**config.mk**
```make
export PLATFORM = sky130hd
export DESIGN_NAME = limit_order_book_matcher_core_flat
export DESIGN_NICKNAME = d
export VERILOG_FILES = /design/src/rtl/core/lobm_pkg.sv /design/src/rtl/core/lobm_stream_if.sv /design/src/rtl/core/limit_order_book_matcher_core.sv /design/src/rtl/core/lobm_datapath.sv /design/src/rtl/core/lobm_controller.sv /design/src/flat_wrapper.sv
export SDC_FILE = /design/constraint.sdc
export NUM_CORES = 2
export LEC_CHECK = 0
export BUFFER_PORTS_ARGS = -buffer_cell sky130_fd_sc_hd__buf_2
export CORE_AREA = 2 2 430 645
export DETAILED_ROUTE_END_ITERATION = 10
export DIE_AREA = 0 0 432 647
export GPL_ROUTABILITY_DRIVEN = 0
export HOLD_SLACK_MARGIN = 0.06
export PLACE_DENSITY = 0.64
export SKIP_LAST_GASP = 1
export SLEW_MARGIN = 20
export SYNTH_ARGS = -nofsm -noshare
export SYNTH_HDL_FRONTEND = slang
export SYNTH_SLANG_ARGS = --single-unit
export TNS_END_PERCENT = 5
```
**constraint.sdc**
```tcl
create_clock -name clk_i -period 12.8 [get_ports clk_i]
set_input_delay 3.2 -clock clk_i [delete_from_list [all_inputs] [get_ports clk_i]]
set_output_delay 3.2 -clock clk_i [all_outputs]
set_load 0.01 [all_outputs]
```
**src/rtl/core/lobm_pkg.sv**
```systemverilog
// Package: shared types, codes and constants for the order book matcher.
package lobm_pkg;

  localparam int unsigned OrderCapacityDefault = 16;

  typedef enum logic [2:0] {
    CMD_ADD    = 3'd0,
    CMD_CANCEL = 3'd1,
    CMD_MODIFY = 3'd2,
    CMD_IOC    = 3'd3,
    CMD_MARKET = 3'd4
  } cmd_e;

  typedef enum logic [3:0] {
    EV_ACCEPTED      = 4'd0,
    EV_REJECTED      = 4'd1,
    EV_CANCELLED     = 4'd2,
    EV_CANCEL_FAILED = 4'd3,
    EV_MODIFIED      = 4'd4,
    EV_MODIFY_FAILED = 4'd5,
    EV_PARTIAL       = 4'd6,
    EV_FILLED        = 4'd7,
    EV_EXPIRED       = 4'd8
  } event_e;

  typedef enum logic [3:0] {
    ST_IDLE,
    ST_LOOKUP,
    ST_DECIDE,
    ST_SCAN,
    ST_CHECK,
    ST_FILL_IN,
    ST_FILL_REST,
    ST_REST,
    ST_EMIT
  } state_e;

  typedef struct packed {
    logic [2:0]  command;
    logic        side;
    logic [31:0] order_ref;
    logic [15:0] trader_id;
    logic [23:0] quantity;
    logic [23:0] price;
    logic [31:0] event_time;
  } in_word_t;

  typedef struct packed {
    logic        result_side;
    logic [3:0]  event_code;
    logic [31:0] result_order_id;
    logic [15:0] result_owner_id;
    logic [23:0] result_quantity;
    logic [23:0] result_price;
    logic [31:0] result_time;
    logic        last_result;
  } out_word_t;

  // Result source selects for the datapath output mux.
  typedef enum logic [1:0] {
    SRC_INPUT,
    SRC_STORED,
    SRC_FILL_IN,
    SRC_FILL_REST
  } src_e;

  // Controller to datapath.
  typedef struct packed {
    logic     load;
    logic     scan_start;
    logic     scan_step;
    logic     id_scan;
    logic     trade;
    logic     remove_hit;
    logic     rest;
    logic     emit;
    logic     hold;
    logic     publish;
    src_e     src;
    event_e   code;
    logic     last;
  } dp_cmd_t;

  // Datapath to controller.
  typedef struct packed {
    logic     scan_done;
    logic     hit;
    logic     hit_owner_ok;
    logic     hit_side_ok;
    logic     best_found;
    logic     price_ok;
    logic     qty_zero;
    logic     price_zero;
    logic     in_left_after;
    logic     rest_left_after;
    logic     free_found;
    logic     out_busy;
    cmd_e     command;
    logic     cmd_valid;
  } dp_status_t;

endpackage

```
**src/rtl/core/lobm_stream_if.sv**
```systemverilog
// Interface: valid/ready channel carrying one word.
interface lobm_stream_if #(parameter type word_t = logic) ();
  logic  valid;
  logic  ready;
  word_t data;
  modport source (output valid, output data, input ready);
  modport sink   (input valid, input data, output ready);
endinterface

```
**src/rtl/core/limit_order_book_matcher_core.sv**
```systemverilog
// Sequence: an input word first passes the id lookup (a full table scan) and
// the decision; a matching order then spends, per trade, a table scan, a check
// and two fill words, and ends with a final scan and rest or expiry. Output
// stalls hold back every step that emits a word.
// Throughput: one input at a time; the next is taken when the controller
// returns to idle. The sequential table scan sets the rate.
// Reset: asynchronous active low; empties the table and clears the sequence.
module limit_order_book_matcher_core import lobm_pkg::*; #(
  parameter int unsigned ORDER_CAPACITY = OrderCapacityDefault
) (
  input  logic clk_i,
  input  logic rst_ni,
  lobm_stream_if.sink   in_i,
  lobm_stream_if.source out_o
);
  dp_cmd_t    dp_cmd;
  dp_status_t dp_status;
  in_word_t   in_word;

  // Input word arrives as a packed record.
  assign in_word = in_i.data;

  // Sequence the command: lookup, decide, then scan/trade/rest loop.
  lobm_controller u_ctrl (
    .clk_i      (clk_i),
    .rst_ni     (rst_ni),
    .in_valid_i (in_i.valid),
    .in_ready_o (in_i.ready),
    .status_i   (dp_status),
    .cmd_o      (dp_cmd)
  );

  // Hold the table, scan one entry a cycle, register each result word.
  lobm_datapath #(.OrderCapacity(ORDER_CAPACITY)) u_dp (
    .clk_i       (clk_i),
    .rst_ni      (rst_ni),
    .in_word_i   (in_word),
    .cmd_i       (dp_cmd),
    .status_o    (dp_status),
    .out_valid_o (out_o.valid),
    .out_ready_i (out_o.ready),
    .out_word_o  (out_o.data)
  );
endmodule

```
**src/rtl/core/lobm_datapath.sv**
```systemverilog
// Datapath: order table, sequential scan unit, fill arithmetic, output register.
module lobm_datapath import lobm_pkg::*; #(
  parameter int unsigned OrderCapacity = OrderCapacityDefault
) (
  input  logic        clk_i,
  input  logic        rst_ni,
  input  in_word_t    in_word_i,
  input  dp_cmd_t     cmd_i,
  output dp_status_t  status_o,
  output logic        out_valid_o,
  input  logic        out_ready_i,
  output out_word_t   out_word_o
);
  localparam int unsigned IdxW = (OrderCapacity > 1) ? $clog2(OrderCapacity) : 1;
  localparam int unsigned CntW = $clog2(OrderCapacity + 1);

  logic [OrderCapacity-1:0] valid_q;
  logic [31:0] oid_q   [OrderCapacity];
  logic [15:0] own_q   [OrderCapacity];
  logic        side_q  [OrderCapacity];
  logic [23:0] px_q    [OrderCapacity];
  logic [23:0] qty_q   [OrderCapacity];
  logic [31:0] seq_q   [OrderCapacity];
  logic [31:0] arrival_q;

  in_word_t    in_q;
  logic [23:0] rem_q;
  logic [CntW-1:0] idx_q;
  logic        hit_q, best_q, free_q;
  logic [IdxW-1:0] hit_idx_q, best_idx_q, free_idx_q;
  logic [23:0] fill_q;
  out_word_t   out_q;
  logic        out_valid_q;

  logic [IdxW-1:0] cur;
  logic        opp;
  logic        better;
  logic [23:0] bpx, bqty;

  assign cur  = idx_q[IdxW-1:0];
  assign opp  = ~in_q.side;
  assign bpx  = px_q[best_idx_q];
  assign bqty = qty_q[best_idx_q];

  always_comb begin
    better = 1'b0;
    if (valid_q[cur] && side_q[cur] == opp) begin
      if (!best_q) begin
        better = 1'b1;
      end else if (px_q[cur] != bpx) begin
        better = in_q.side ? (px_q[cur] > bpx) : (px_q[cur] < bpx);
      end else begin
        better = seq_q[cur] < seq_q[best_idx_q];
      end
    end
  end

  always_ff @(posedge clk_i or negedge rst_ni) begin
    if (!rst_ni) begin
      valid_q     <= '0;
      arrival_q   <= '0;
      idx_q       <= '0;
      hit_q       <= 1'b0;
      best_q      <= 1'b0;
      free_q      <= 1'b0;
      out_valid_q <= 1'b0;
    end else begin
      // A staged word stays invisible until the controller publishes it.
      if (cmd_i.publish || (cmd_i.emit && !cmd_i.hold)) begin
        out_valid_q <= 1'b1;
      end else if (out_ready_i) begin
        out_valid_q <= 1'b0;
      end
      if (cmd_i.load) begin
        in_q  <= in_word_i;
        rem_q <= in_word_i.quantity;
      end
      if (cmd_i.scan_start) begin
        idx_q  <= '0;
        best_q <= 1'b0;
        free_q <= 1'b0;
        if (cmd_i.id_scan) begin
          hit_q  <= 1'b0;
        end
      end
      if (cmd_i.scan_step) begin
        idx_q <= idx_q + 1'b1;
        if (cmd_i.id_scan) begin
          if (valid_q[cur] && oid_q[cur] == in_q.order_ref && !hit_q) begin
            hit_q     <= 1'b1;
            hit_idx_q <= cur;
          end
        end else if (better) begin
          best_q     <= 1'b1;
          best_idx_q <= cur;
        end
        if (!valid_q[cur] && !free_q) begin
          free_q     <= 1'b1;
          free_idx_q <= cur;
        end
      end
      if (cmd_i.trade) begin
        fill_q <= (rem_q < bqty) ? rem_q : bqty;
        rem_q  <= rem_q - ((rem_q < bqty) ? rem_q : bqty);
        qty_q[best_idx_q] <= bqty - ((rem_q < bqty) ? rem_q : bqty);
      end
      if (cmd_i.remove_hit) begin
        valid_q[hit_idx_q] <= 1'b0;
      end
      if (cmd_i.emit && cmd_i.src == SRC_FILL_REST && qty_q[best_idx_q] == '0) begin
        valid_q[best_idx_q] <= 1'b0;
      end
      if (cmd_i.rest) begin
        valid_q[free_idx_q] <= 1'b1;
        oid_q[free_idx_q]   <= in_q.order_ref;
        own_q[free_idx_q]   <= in_q.trader_id;
        side_q[free_idx_q]  <= in_q.side;
        px_q[free_idx_q]    <= in_q.price;
        qty_q[free_idx_q]   <= rem_q;
        seq_q[free_idx_q]   <= arrival_q;
        arrival_q           <= arrival_q + 32'd1;
      end
      if (cmd_i.publish) begin
        out_q.last_result <= cmd_i.last;
      end
      if (cmd_i.emit) begin
        out_q.result_time     <= in_q.event_time;
        out_q.event_code      <= cmd_i.code;
        out_q.last_result     <= cmd_i.last;
        unique case (cmd_i.src)
          SRC_INPUT: begin
            out_q.result_side     <= in_q.side;
            out_q.result_order_id <= in_q.order_ref;
            out_q.result_owner_id <= in_q.trader_id;
            out_q.result_quantity <= (cmd_i.code == EV_EXPIRED) ? rem_q : in_q.quantity;
            out_q.result_price    <= in_q.price;
          end
          SRC_STORED: begin
            out_q.result_side     <= side_q[hit_idx_q];
            out_q.result_order_id <= oid_q[hit_idx_q];
            out_q.result_owner_id <= own_q[hit_idx_q];
            out_q.result_quantity <= qty_q[hit_idx_q];
            out_q.result_price    <= px_q[hit_idx_q];
          end
          SRC_FILL_IN: begin
            out_q.result_side     <= in_q.side;
            out_q.result_order_id <= in_q.order_ref;
            out_q.result_owner_id <= in_q.trader_id;
            out_q.result_quantity <= fill_q;
            out_q.result_price    <= bpx;
          end
          default: begin
            out_q.result_side     <= opp;
            out_q.result_order_id <= oid_q[best_idx_q];
            out_q.result_owner_id <= own_q[best_idx_q];
            out_q.result_quantity <= fill_q;
            out_q.result_price    <= bpx;
          end
        endcase
      end
    end
  end

  always_comb begin
    status_o.scan_done       = (idx_q == CntW'(OrderCapacity - 1));
    status_o.hit             = hit_q;
    status_o.hit_owner_ok    = own_q[hit_idx_q] == in_q.trader_id;
    status_o.hit_side_ok     = side_q[hit_idx_q] == in_q.side;
    status_o.best_found      = best_q;
    status_o.price_ok        = (in_q.command == CMD_MARKET) ||
                               (in_q.side ? (bpx >= in_q.price) : (bpx <= in_q.price));
    status_o.qty_zero        = (rem_q == '0);
    status_o.price_zero      = (in_q.price == '0);
    status_o.in_left_after   = (rem_q != '0);
    status_o.rest_left_after = (bqty != '0);
    status_o.free_found      = free_q;
    status_o.out_busy        = out_valid_q && !out_ready_i;
    status_o.cmd_valid       = in_q.command <= CMD_MARKET;
    status_o.command         = cmd_e'(in_q.command);
  end

  assign out_valid_o = out_valid_q;
  assign out_word_o  = out_q;
endmodule

```
**src/rtl/core/lobm_controller.sv**
```systemverilog
// Controller: command sequencing state machine.
module lobm_controller import lobm_pkg::*; (
  input  logic       clk_i,
  input  logic       rst_ni,
  input  logic       in_valid_i,
  output logic       in_ready_o,
  input  dp_status_t status_i,
  output dp_cmd_t    cmd_o
);
  state_e state_q, state_d;

  always_ff @(posedge clk_i or negedge rst_ni) begin
    if (!rst_ni) begin
      state_q <= ST_IDLE;
    end else begin
      state_q <= state_d;
    end
  end

  always_comb begin
    state_d    = state_q;
    in_ready_o = 1'b0;
    cmd_o      = '0;
    cmd_o.src  = SRC_INPUT;
    cmd_o.code = EV_ACCEPTED;
    unique case (state_q)
      ST_IDLE: begin
        in_ready_o = 1'b1;
        if (in_valid_i) begin
          cmd_o.load       = 1'b1;
          cmd_o.scan_start = 1'b1;
          cmd_o.id_scan    = 1'b1;
          state_d          = ST_LOOKUP;
        end
      end
      ST_LOOKUP: begin
        cmd_o.scan_step = 1'b1;
        cmd_o.id_scan   = 1'b1;
        if (status_i.scan_done) state_d = ST_DECIDE;
      end
      ST_DECIDE: begin
        // Every valid command emits one word here, so hold for a free output.
        if (!status_i.cmd_valid) begin
          state_d = ST_IDLE;
        end else if (!status_i.out_busy) begin
          cmd_o.emit = 1'b1;
          state_d    = ST_IDLE;
          cmd_o.last = 1'b1;
          unique case (status_i.command)
            CMD_ADD: begin
              if (status_i.hit) begin
                cmd_o.code = EV_REJECTED;
              end else if (!status_i.qty_zero) begin
                // Stage the accept word; its last flag waits for the scan.
                cmd_o.hold       = 1'b1;
                cmd_o.scan_start = 1'b1;
                state_d          = ST_SCAN;
              end
            end
            CMD_CANCEL: begin
              if (status_i.hit && status_i.hit_owner_ok) begin
                cmd_o.code       = EV_CANCELLED;
                cmd_o.src        = SRC_STORED;
                cmd_o.remove_hit = 1'b1;
              end else begin
                cmd_o.code = EV_CANCEL_FAILED;
              end
            end
            CMD_MODIFY: begin
              if (status_i.qty_zero || status_i.price_zero || !status_i.hit ||
                  !status_i.hit_owner_ok || !status_i.hit_side_ok) begin
                cmd_o.code = EV_MODIFY_FAILED;
              end else begin
                cmd_o.code       = EV_MODIFIED;
                cmd_o.remove_hit = 1'b1;
                cmd_o.hold       = 1'b1;
                cmd_o.scan_start = 1'b1;
                state_d          = ST_SCAN;
              end
            end
            default: begin
              if (status_i.qty_zero || status_i.hit ||
                  (status_i.command == CMD_IOC && status_i.price_zero)) begin
                cmd_o.code = EV_REJECTED;
              end else begin
                cmd_o.hold       = 1'b1;
                cmd_o.scan_start = 1'b1;
                state_d          = ST_SCAN;
              end
            end
          endcase
        end
      end
      ST_SCAN: begin
        cmd_o.scan_step = 1'b1;
        if (status_i.scan_done) state_d = ST_CHECK;
      end
      ST_CHECK: begin
        // A trade follows, so the staged word is not the last one.
        if (!status_i.qty_zero && status_i.best_found && status_i.price_ok) begin
          cmd_o.publish = 1'b1;
          cmd_o.trade   = 1'b1;
          state_d       = ST_FILL_IN;
        end else begin
          state_d = ST_REST;
        end
      end
      ST_FILL_IN: begin
        if (!status_i.out_busy) begin
          cmd_o.emit = 1'b1;
          cmd_o.src  = SRC_FILL_IN;
          cmd_o.code = status_i.in_left_after ? EV_PARTIAL : EV_FILLED;
          state_d    = ST_FILL_REST;
        end
      end
      ST_FILL_REST: begin
        if (!status_i.out_busy) begin
          cmd_o.emit = 1'b1;
          cmd_o.src  = SRC_FILL_REST;
          cmd_o.code = status_i.rest_left_after ? EV_PARTIAL : EV_FILLED;
          if (status_i.in_left_after) begin
            // Stage the word until the next scan shows whether more follows.
            cmd_o.hold       = 1'b1;
            cmd_o.scan_start = 1'b1;
            state_d          = ST_SCAN;
          end else begin
            cmd_o.last = 1'b1;
            state_d    = ST_IDLE;
          end
        end
      end
      ST_REST: begin
        // Publish the staged word; it is last unless an expiry follows.
        cmd_o.publish = 1'b1;
        cmd_o.last    = 1'b1;
        if (status_i.qty_zero) begin
          state_d = ST_IDLE;
        end else if ((status_i.command == CMD_ADD || status_i.command == CMD_MODIFY) &&
                     status_i.free_found) begin
          cmd_o.rest = 1'b1;
          state_d    = ST_IDLE;
        end else begin
          cmd_o.last = 1'b0;
          state_d    = ST_EMIT;
        end
      end
      ST_EMIT: begin
        if (!status_i.out_busy) begin
          cmd_o.emit = 1'b1;
          cmd_o.code = EV_EXPIRED;
          cmd_o.last = 1'b1;
          state_d    = ST_IDLE;
        end
      end
      default: state_d = ST_IDLE;
    endcase
  end
endmodule

```
**src/flat_wrapper.sv**
```systemverilog
// flat-port wrapper written by rule: the top's interface ports become plain ports
module limit_order_book_matcher_core_flat import lobm_pkg::*;
#(
  parameter int unsigned ORDER_CAPACITY = OrderCapacityDefault
)
  (clk_i, rst_ni, in_i_valid, in_i_data, in_i_ready, out_o_valid, out_o_data, out_o_ready);
  lobm_stream_if #(.word_t(in_word_t)) in_i_i ();
  lobm_stream_if #(.word_t(out_word_t)) out_o_i ();
  input  logic clk_i;
  input  logic rst_ni;
  input wire logic [$bits(in_i_i.valid)-1:0] in_i_valid;
  input wire logic [$bits(in_i_i.data)-1:0] in_i_data;
  output wire logic [$bits(in_i_i.ready)-1:0] in_i_ready;
  output wire logic [$bits(out_o_i.valid)-1:0] out_o_valid;
  output wire logic [$bits(out_o_i.data)-1:0] out_o_data;
  input wire logic [$bits(out_o_i.ready)-1:0] out_o_ready;
  assign in_i_i.valid = in_i_valid;
  assign in_i_i.data = in_i_data;
  assign in_i_ready = in_i_i.ready;
  assign out_o_valid = out_o_i.valid;
  assign out_o_data = out_o_i.data;
  assign out_o_i.ready = out_o_ready;
  limit_order_book_matcher_core #(.ORDER_CAPACITY(ORDER_CAPACITY)) u_core (.clk_i(clk_i), .rst_ni(rst_ni), .in_i(in_i_i), .out_o(out_o_i));
endmodule
```
* Word-level counts from Yosys, hierarchy flattened *
Memories as Yosys holds them, arrays and structs flattened. A register that Yosys moved wholly into a read port is not among the register bits.
Index checks and enable logic that the tools add are counted.

operators by class
  $add $sub $neg = 4
  $lt $le $gt $ge = 14
  eq/ne operators = 29
  multiplexer cells = 127
  bitwise operators = 7
  reduce and logical (&&, ||, !) cells = 60

operator list
  cell                     count
  $pmux W96 S3             1
  $mux W24                 5
  $mux W4                  21
  $logic_not A24 Y1        3
  $mux W1                  61
  $lt A24 B24 Y1           2
  $mux W16                 3
  $reduce_bool A24 Y1      2
  $sub A24 B24 Y24         2
  $pmux W4 S9              1
  $add A32 B1 Y32 const B  1
  $and A16 B16 Y16         2
  $eq A32 B32 Y1           1
  $lt A32 B32 Y1           1
  $not A16 Y16             2
  $ge A24 B24 Y1           1
  $gt A24 B24 Y1           1
  $le A24 B24 Y1           1
  $ne A24 B24 Y1           1
  $reduce_or A24 Y1        1
  $mux W2                  11
  $mux W7                  3
  $lt A4 B5 Y1 const B     4
  $logic_and A1 B1 Y1      18
  42 further kinds         92

word-level totals
  flip-flop bits (word level) = 387
  memory bits (writable) = 2064
  word-level logic and storage cells = 275
  memories kept = 6

memories
  memory              words  width  read ports  clocked after Yosys merged registers in  write ports  line                 text
  u_core.u_dp.oid_q   16     32     3           2                                        1            lobm_datapath.sv:18  logic [31:0] oid_q [OrderCapacity];
  u_core.u_dp.seq_q   16     32     2           1                                        1            lobm_datapath.sv:23  logic [31:0] seq_q [OrderCapacity];
  u_core.u_dp.px_q    16     24     3           2                                        1            lobm_datapath.sv:21  logic [23:0] px_q [OrderCapacity];
  u_core.u_dp.qty_q   16     24     2           2                                        1            lobm_datapath.sv:22  logic [23:0] qty_q [OrderCapacity];
  u_core.u_dp.own_q   16     16     2           2                                        1            lobm_datapath.sv:19  logic [15:0] own_q [OrderCapacity];
  u_core.u_dp.side_q  16     1      2           1                                        1            lobm_datapath.sv:20  logic side_q [OrderCapacity];

* Depth between registers and ports, before layout *
  depth after elaboration = 16
  mapped depth = 34
  mapped depth without buffers = 25

* Hierarchy *
Synthesis repeated with hierarchy kept, for this count alone.

unflattened totals
  cell total of the unflattened synthesis = 7676
  area total of the unflattened synthesis = 127207.0 um^2

by module, submodules not included
  module           times used  cells an instance  area an instance (um^2)
  lobm_datapath    1           7580               126572.6
  lobm_controller  1           96                 634.4

* Worst setup path before layout *
OpenSTA, ideal clock, no wires.

  kind = input to register
  from = input rst_ni
  to = register u_core.u_dp.in_q[0] in the netlist's numbering, enable pin
  setup time = 0.626 ns
  arrival time = 8.949 ns
  required time = 12.174 ns
  slack = 3.225 ns
  stages = 3
  cells stage by stage = inv_1 clkbuf_1 nor2_1

between the ends
  word-level cells in the longest chain between the ends = 1

ends and longest elaborated chain
  what                         line                 text
  from (decl)                  flat_wrapper.sv:10   input logic rst_ni;
  $reduce_and A2 Y1 (no line)  --
  to (signal assigned)         lobm_datapath.sv:75  in_q <= in_word_i;
  to (decl)                    lobm_datapath.sv:26  in_word_t in_q;

Every way passes these cells.
A chain may end at the register's enable or synchronous reset.

==> impl_metrics.yaml <==
clock_network:
  cts.hold.buffers_added: 0
  ctsResizeCount: 0
  clockBufferDepth: 4
  clk_pin_slew_ps: 70
  numCtsBuffers: 238
  post_cts_buffers: 0
  insertion_delay_ps: 960
  h-tree-depth: 4
  cts_tree: "yes"
  cts_sinks: 2459
  root_buffer: "clkbuf_16"
synth:
  ys_types: 89
  netlist.area_leader.share: 0.5857
  syn_area_per_cell_um2: 18.99
  ys_ff_latch: 2459
  ys_seq_area_frac: 0.5994
  syn-cell-area_mm2: 0.1225
  ys_async_sr_fraction: 0.02481
  postSynthNetCount: 6713
  ys.warnings.count: 0
  synth_cells: 6454
  synth.top_cells.by_area: "edfxtp_1 59%, mux4_2 28%, ha_1 1.3%"
  synth_area_leader_cell: "edfxtp_1"
  synth_edf_count: 2390
  synth-main-ff-cell: "edfxtp_1"
die:
  fp.coreArea_mm2: 0.2743
  ios: 272
  initial_core_util: 0.4467
  die_w_um: 432
  rows: 236
  die_h_um: 647
  die_area_mm2: 0.2795
global_routing:
  track_usage: 0.2508
  grt_pass1_wl_um: 509400
  grt_pass1_vias: 72990
  overflow: 0
  grt_max_degree: 152
  grt_antenna_before_repair: 13
critical_path:
  cp_common_cell: "ha_1"
  cp-end-kind: "flop"
  critical_path.top_delay_family: "compound AO/OA/AOI/OAI gates"
  cp_cell_sequence: "buf_12 -> and2_1 -> a22oi_1 -> a21boi_0 -> or2_2 -> ha_1 -> nand4_1 -> nor4_1 -> nor4b_1 -> a21o_2 -> buf_4 -> a21oi_1 -> ha_1 -> inv_1 -> ha_1 -> a21o_1 -> a22o_1 -> o21ai_0 -> a22o_1 -> a21oi_1"
  cp.arrival_ps: 9790
  path_max_fanout: 72
  startpoint_type: "flop"
  required_ps: 13320
  slowest_delay_ps: 900
  path_buf_inv: 3
  crit_type: "reg2reg"
  cp_slowest_cell: "dfxtp_4"
final_layout:
  fin_cells: 10430
  layout_common_cells: "2390 x edfxtp_1, 1514 x mux4_2, 282 x nand2_1, 270 x buf_2, 241 x clkbuf_16"
  final_common_cell: "edfxtp_1"
  drive_gt1_frac: 0.3516
  area_growth_pct: 11.14
  postLayoutCellArea_mm2: 0.1362
  nNetsFinal: 6917
routing:
  vias_per_cell: 6.745
  via_count: 70350
  route.detailed.drc: 0
  dr.pass1.iters: 7
  antenna_left: 0
  wire_per_inst_um: 33.88
  initialDrtViolationCount: 7653
  finalWirelength_um: 353400
power_and_ir_drop:
  finalPower_w: 0.02336
  p_per_area_mw_per_mm2: 171.5
  p_leak_nw: 44.02
  peakVddDrop_v: 0.0001388
hold_path:
  holdCritPathClass: "reg2reg"
  holdCritStartpoint: "u_core.u_dp.in_q[17]"
timing:
  fin_ws_ps: 3529
  fin_crit_ps: 9271
  finClkSkew_ps: 99.81
  rsz0062_at_grt: "false"
  tightest_slew_ps: 1208
  fin_setup_tns_ps: 0
  fmax_mhz: 107.9
  finalHoldViolCount: 0
  fin_crit_sh: 0.7243
  drv_slew: 0
  setup-violations-final: 0
  maxSlewHeadroom: 0.1946
placement:
  dpl-instance-area_mm2: 0.1281
  dp_slack_ps: 3653
  numPlacedInstances: 9987
  place_hpwl_um: 207100
  io_buffers: 271
flow_run:
  drv_cap: 0
outcome:
  status: "finished, final reports clean"
==> flip-flops by register name (all words and copies together), names as in the netlist, 32 cells and up, named ones only <==
name,count
u_core.u_dp.arrival_q,32
u_core.u_dp.in_q,129
u_core.u_dp.oid_q,512
u_core.u_dp.out_word_o,134
u_core.u_dp.own_q,256
u_core.u_dp.px_q,384
u_core.u_dp.qty_q,384
u_core.u_dp.seq_q,512
==> report_power, final <==
part / internal (W) / total, W / switching, W
combinational: 0.00264 / 0.00619 / 0.00356
sequential: 0.00948 / 0.00980 / 0.000321
clock: 0.00422 / 0.00736 / 0.00314
==> through the flow <==
| stage | hold WS, ps | utilization |
|---|---|---|
| 2_1_floorplan | 400.3 | - |
| 3_3_place_gp | 400.7 | 0.4668 |
| 3_5_place_dp | 405.1 | 0.4668 |
| 4_1_cts | 420.2 | 0.4963 |
| 5_1_grt | 423.8 | 0.4965 |
| 6_report | 418.7 | 0.4965 |
==> layer usage <==
layer | GRT usage | vias up | routed length [µm] | share of wire
met1 | 0.3175 | 37480 | 127400 | 0.36
met5 | 0 | - | 13 | 0.000037
met3 | 0.03666 | 875 | 28100 | 0.080
met4 | 0.1088 | 2 | 17310 | 0.049
li1 | - | 28210 | - | -
met2 | 0.4305 | 3795 | 180500 | 0.51
==> logic make-up (layout without fill, tap and decap cells) <==
logic type | Yosys count | in the layout | share of synthesized area
buffers and inverters | 609 | 1013 | 0.02024
xor gates and xnor gates | 103 | 103 | 0.007362
and+or+nand+nor | 792 | 792 | 0.03192
other | 0 | 2 | 0
AOI/OAI and AO/OA | 717 | 717 | 0.03875
adders and majority gates | 143 | 143 | 0.01419
DFF | 2459 | 2459 | 0.5994
muxes | 1631 | 1631 | 0.2881
==> layout make-up <==
class / instances / area [µm²]
clock buffer: 288 / 6307
timing repair buffer: 439 / 2811
tap: 3570 / 4467
inverter: 134 / 510.5
fill: 21870 / 138100
clock inverter: 152 / 1769
antenna: 2 / 5.005
sequential: 2459 / 73500
multi-input combinational: 3386 / 46820
==> worst reg2reg max path, delay by kind of cell, from the launching register on <==
kind	cells	cell delay, ps
compound gates	9	3270
fa+ha+maj	3	1050
flops	1	900
simple gates	5	2240
buf+inv	3	1390
==> path summary, 6_finish.rpt <==
check                      cells past startpoint                         end  slack, ps
max                                           20     u_core.u_dp.qty_q[8][8]       3530
min                                            0  u_core.u_dp.out_word_o[18]        420
max reg2reg                                   20     u_core.u_dp.qty_q[8][8]       3530
min reg2reg                                    0  u_core.u_dp.out_word_o[18]        420
max in group asynchronous                      2        u_core.u_dp.idx_q[0]       9520
min in group asynchronous                      1   u_core.u_dp.arrival_q[11]       2240
==> Yosys cell counts (11+ instances only) <==
| cell type | instances |
|---|---|
| edfxtp_1 | 2390 |
| mux4_2 | 1514 |
| clkbuf_1 | 284 |
| nand2_1 | 283 |
| o21ai_0 | 150 |
| nor2_1 | 143 |
| inv_1 | 133 |
| a21oi_1 | 130 |
| ha_1 | 123 |
| a22oi_1 | 110 |
| mux2i_1 | 98 |
| buf_1 | 96 |
| buf_2 | 73 |
| a21o_1 | 64 |
| dfrtp_1 | 61 |
| xor2_1 | 54 |
| xnor2_1 | 49 |
| nand3_1 | 46 |
| nor2b_1 | 46 |
| a211oi_1 | 44 |
| nand4_1 | 41 |
| nor4_1 | 40 |
| nand2b_1 | 31 |
| nor3_1 | 30 |
| o22ai_1 | 30 |
| and2_1 | 29 |
| and3_1 | 24 |
| o21ai_1 | 21 |
| maj3_1 | 20 |
| or2_2 | 20 |
| mux2_2 | 18 |
| o31ai_1 | 18 |
| o21a_1 | 16 |
| buf_4 | 15 |
| nand3b_1 | 15 |
| o211ai_1 | 15 |
| a22o_1 | 11 |
Power figures use the tool's default switching activity.
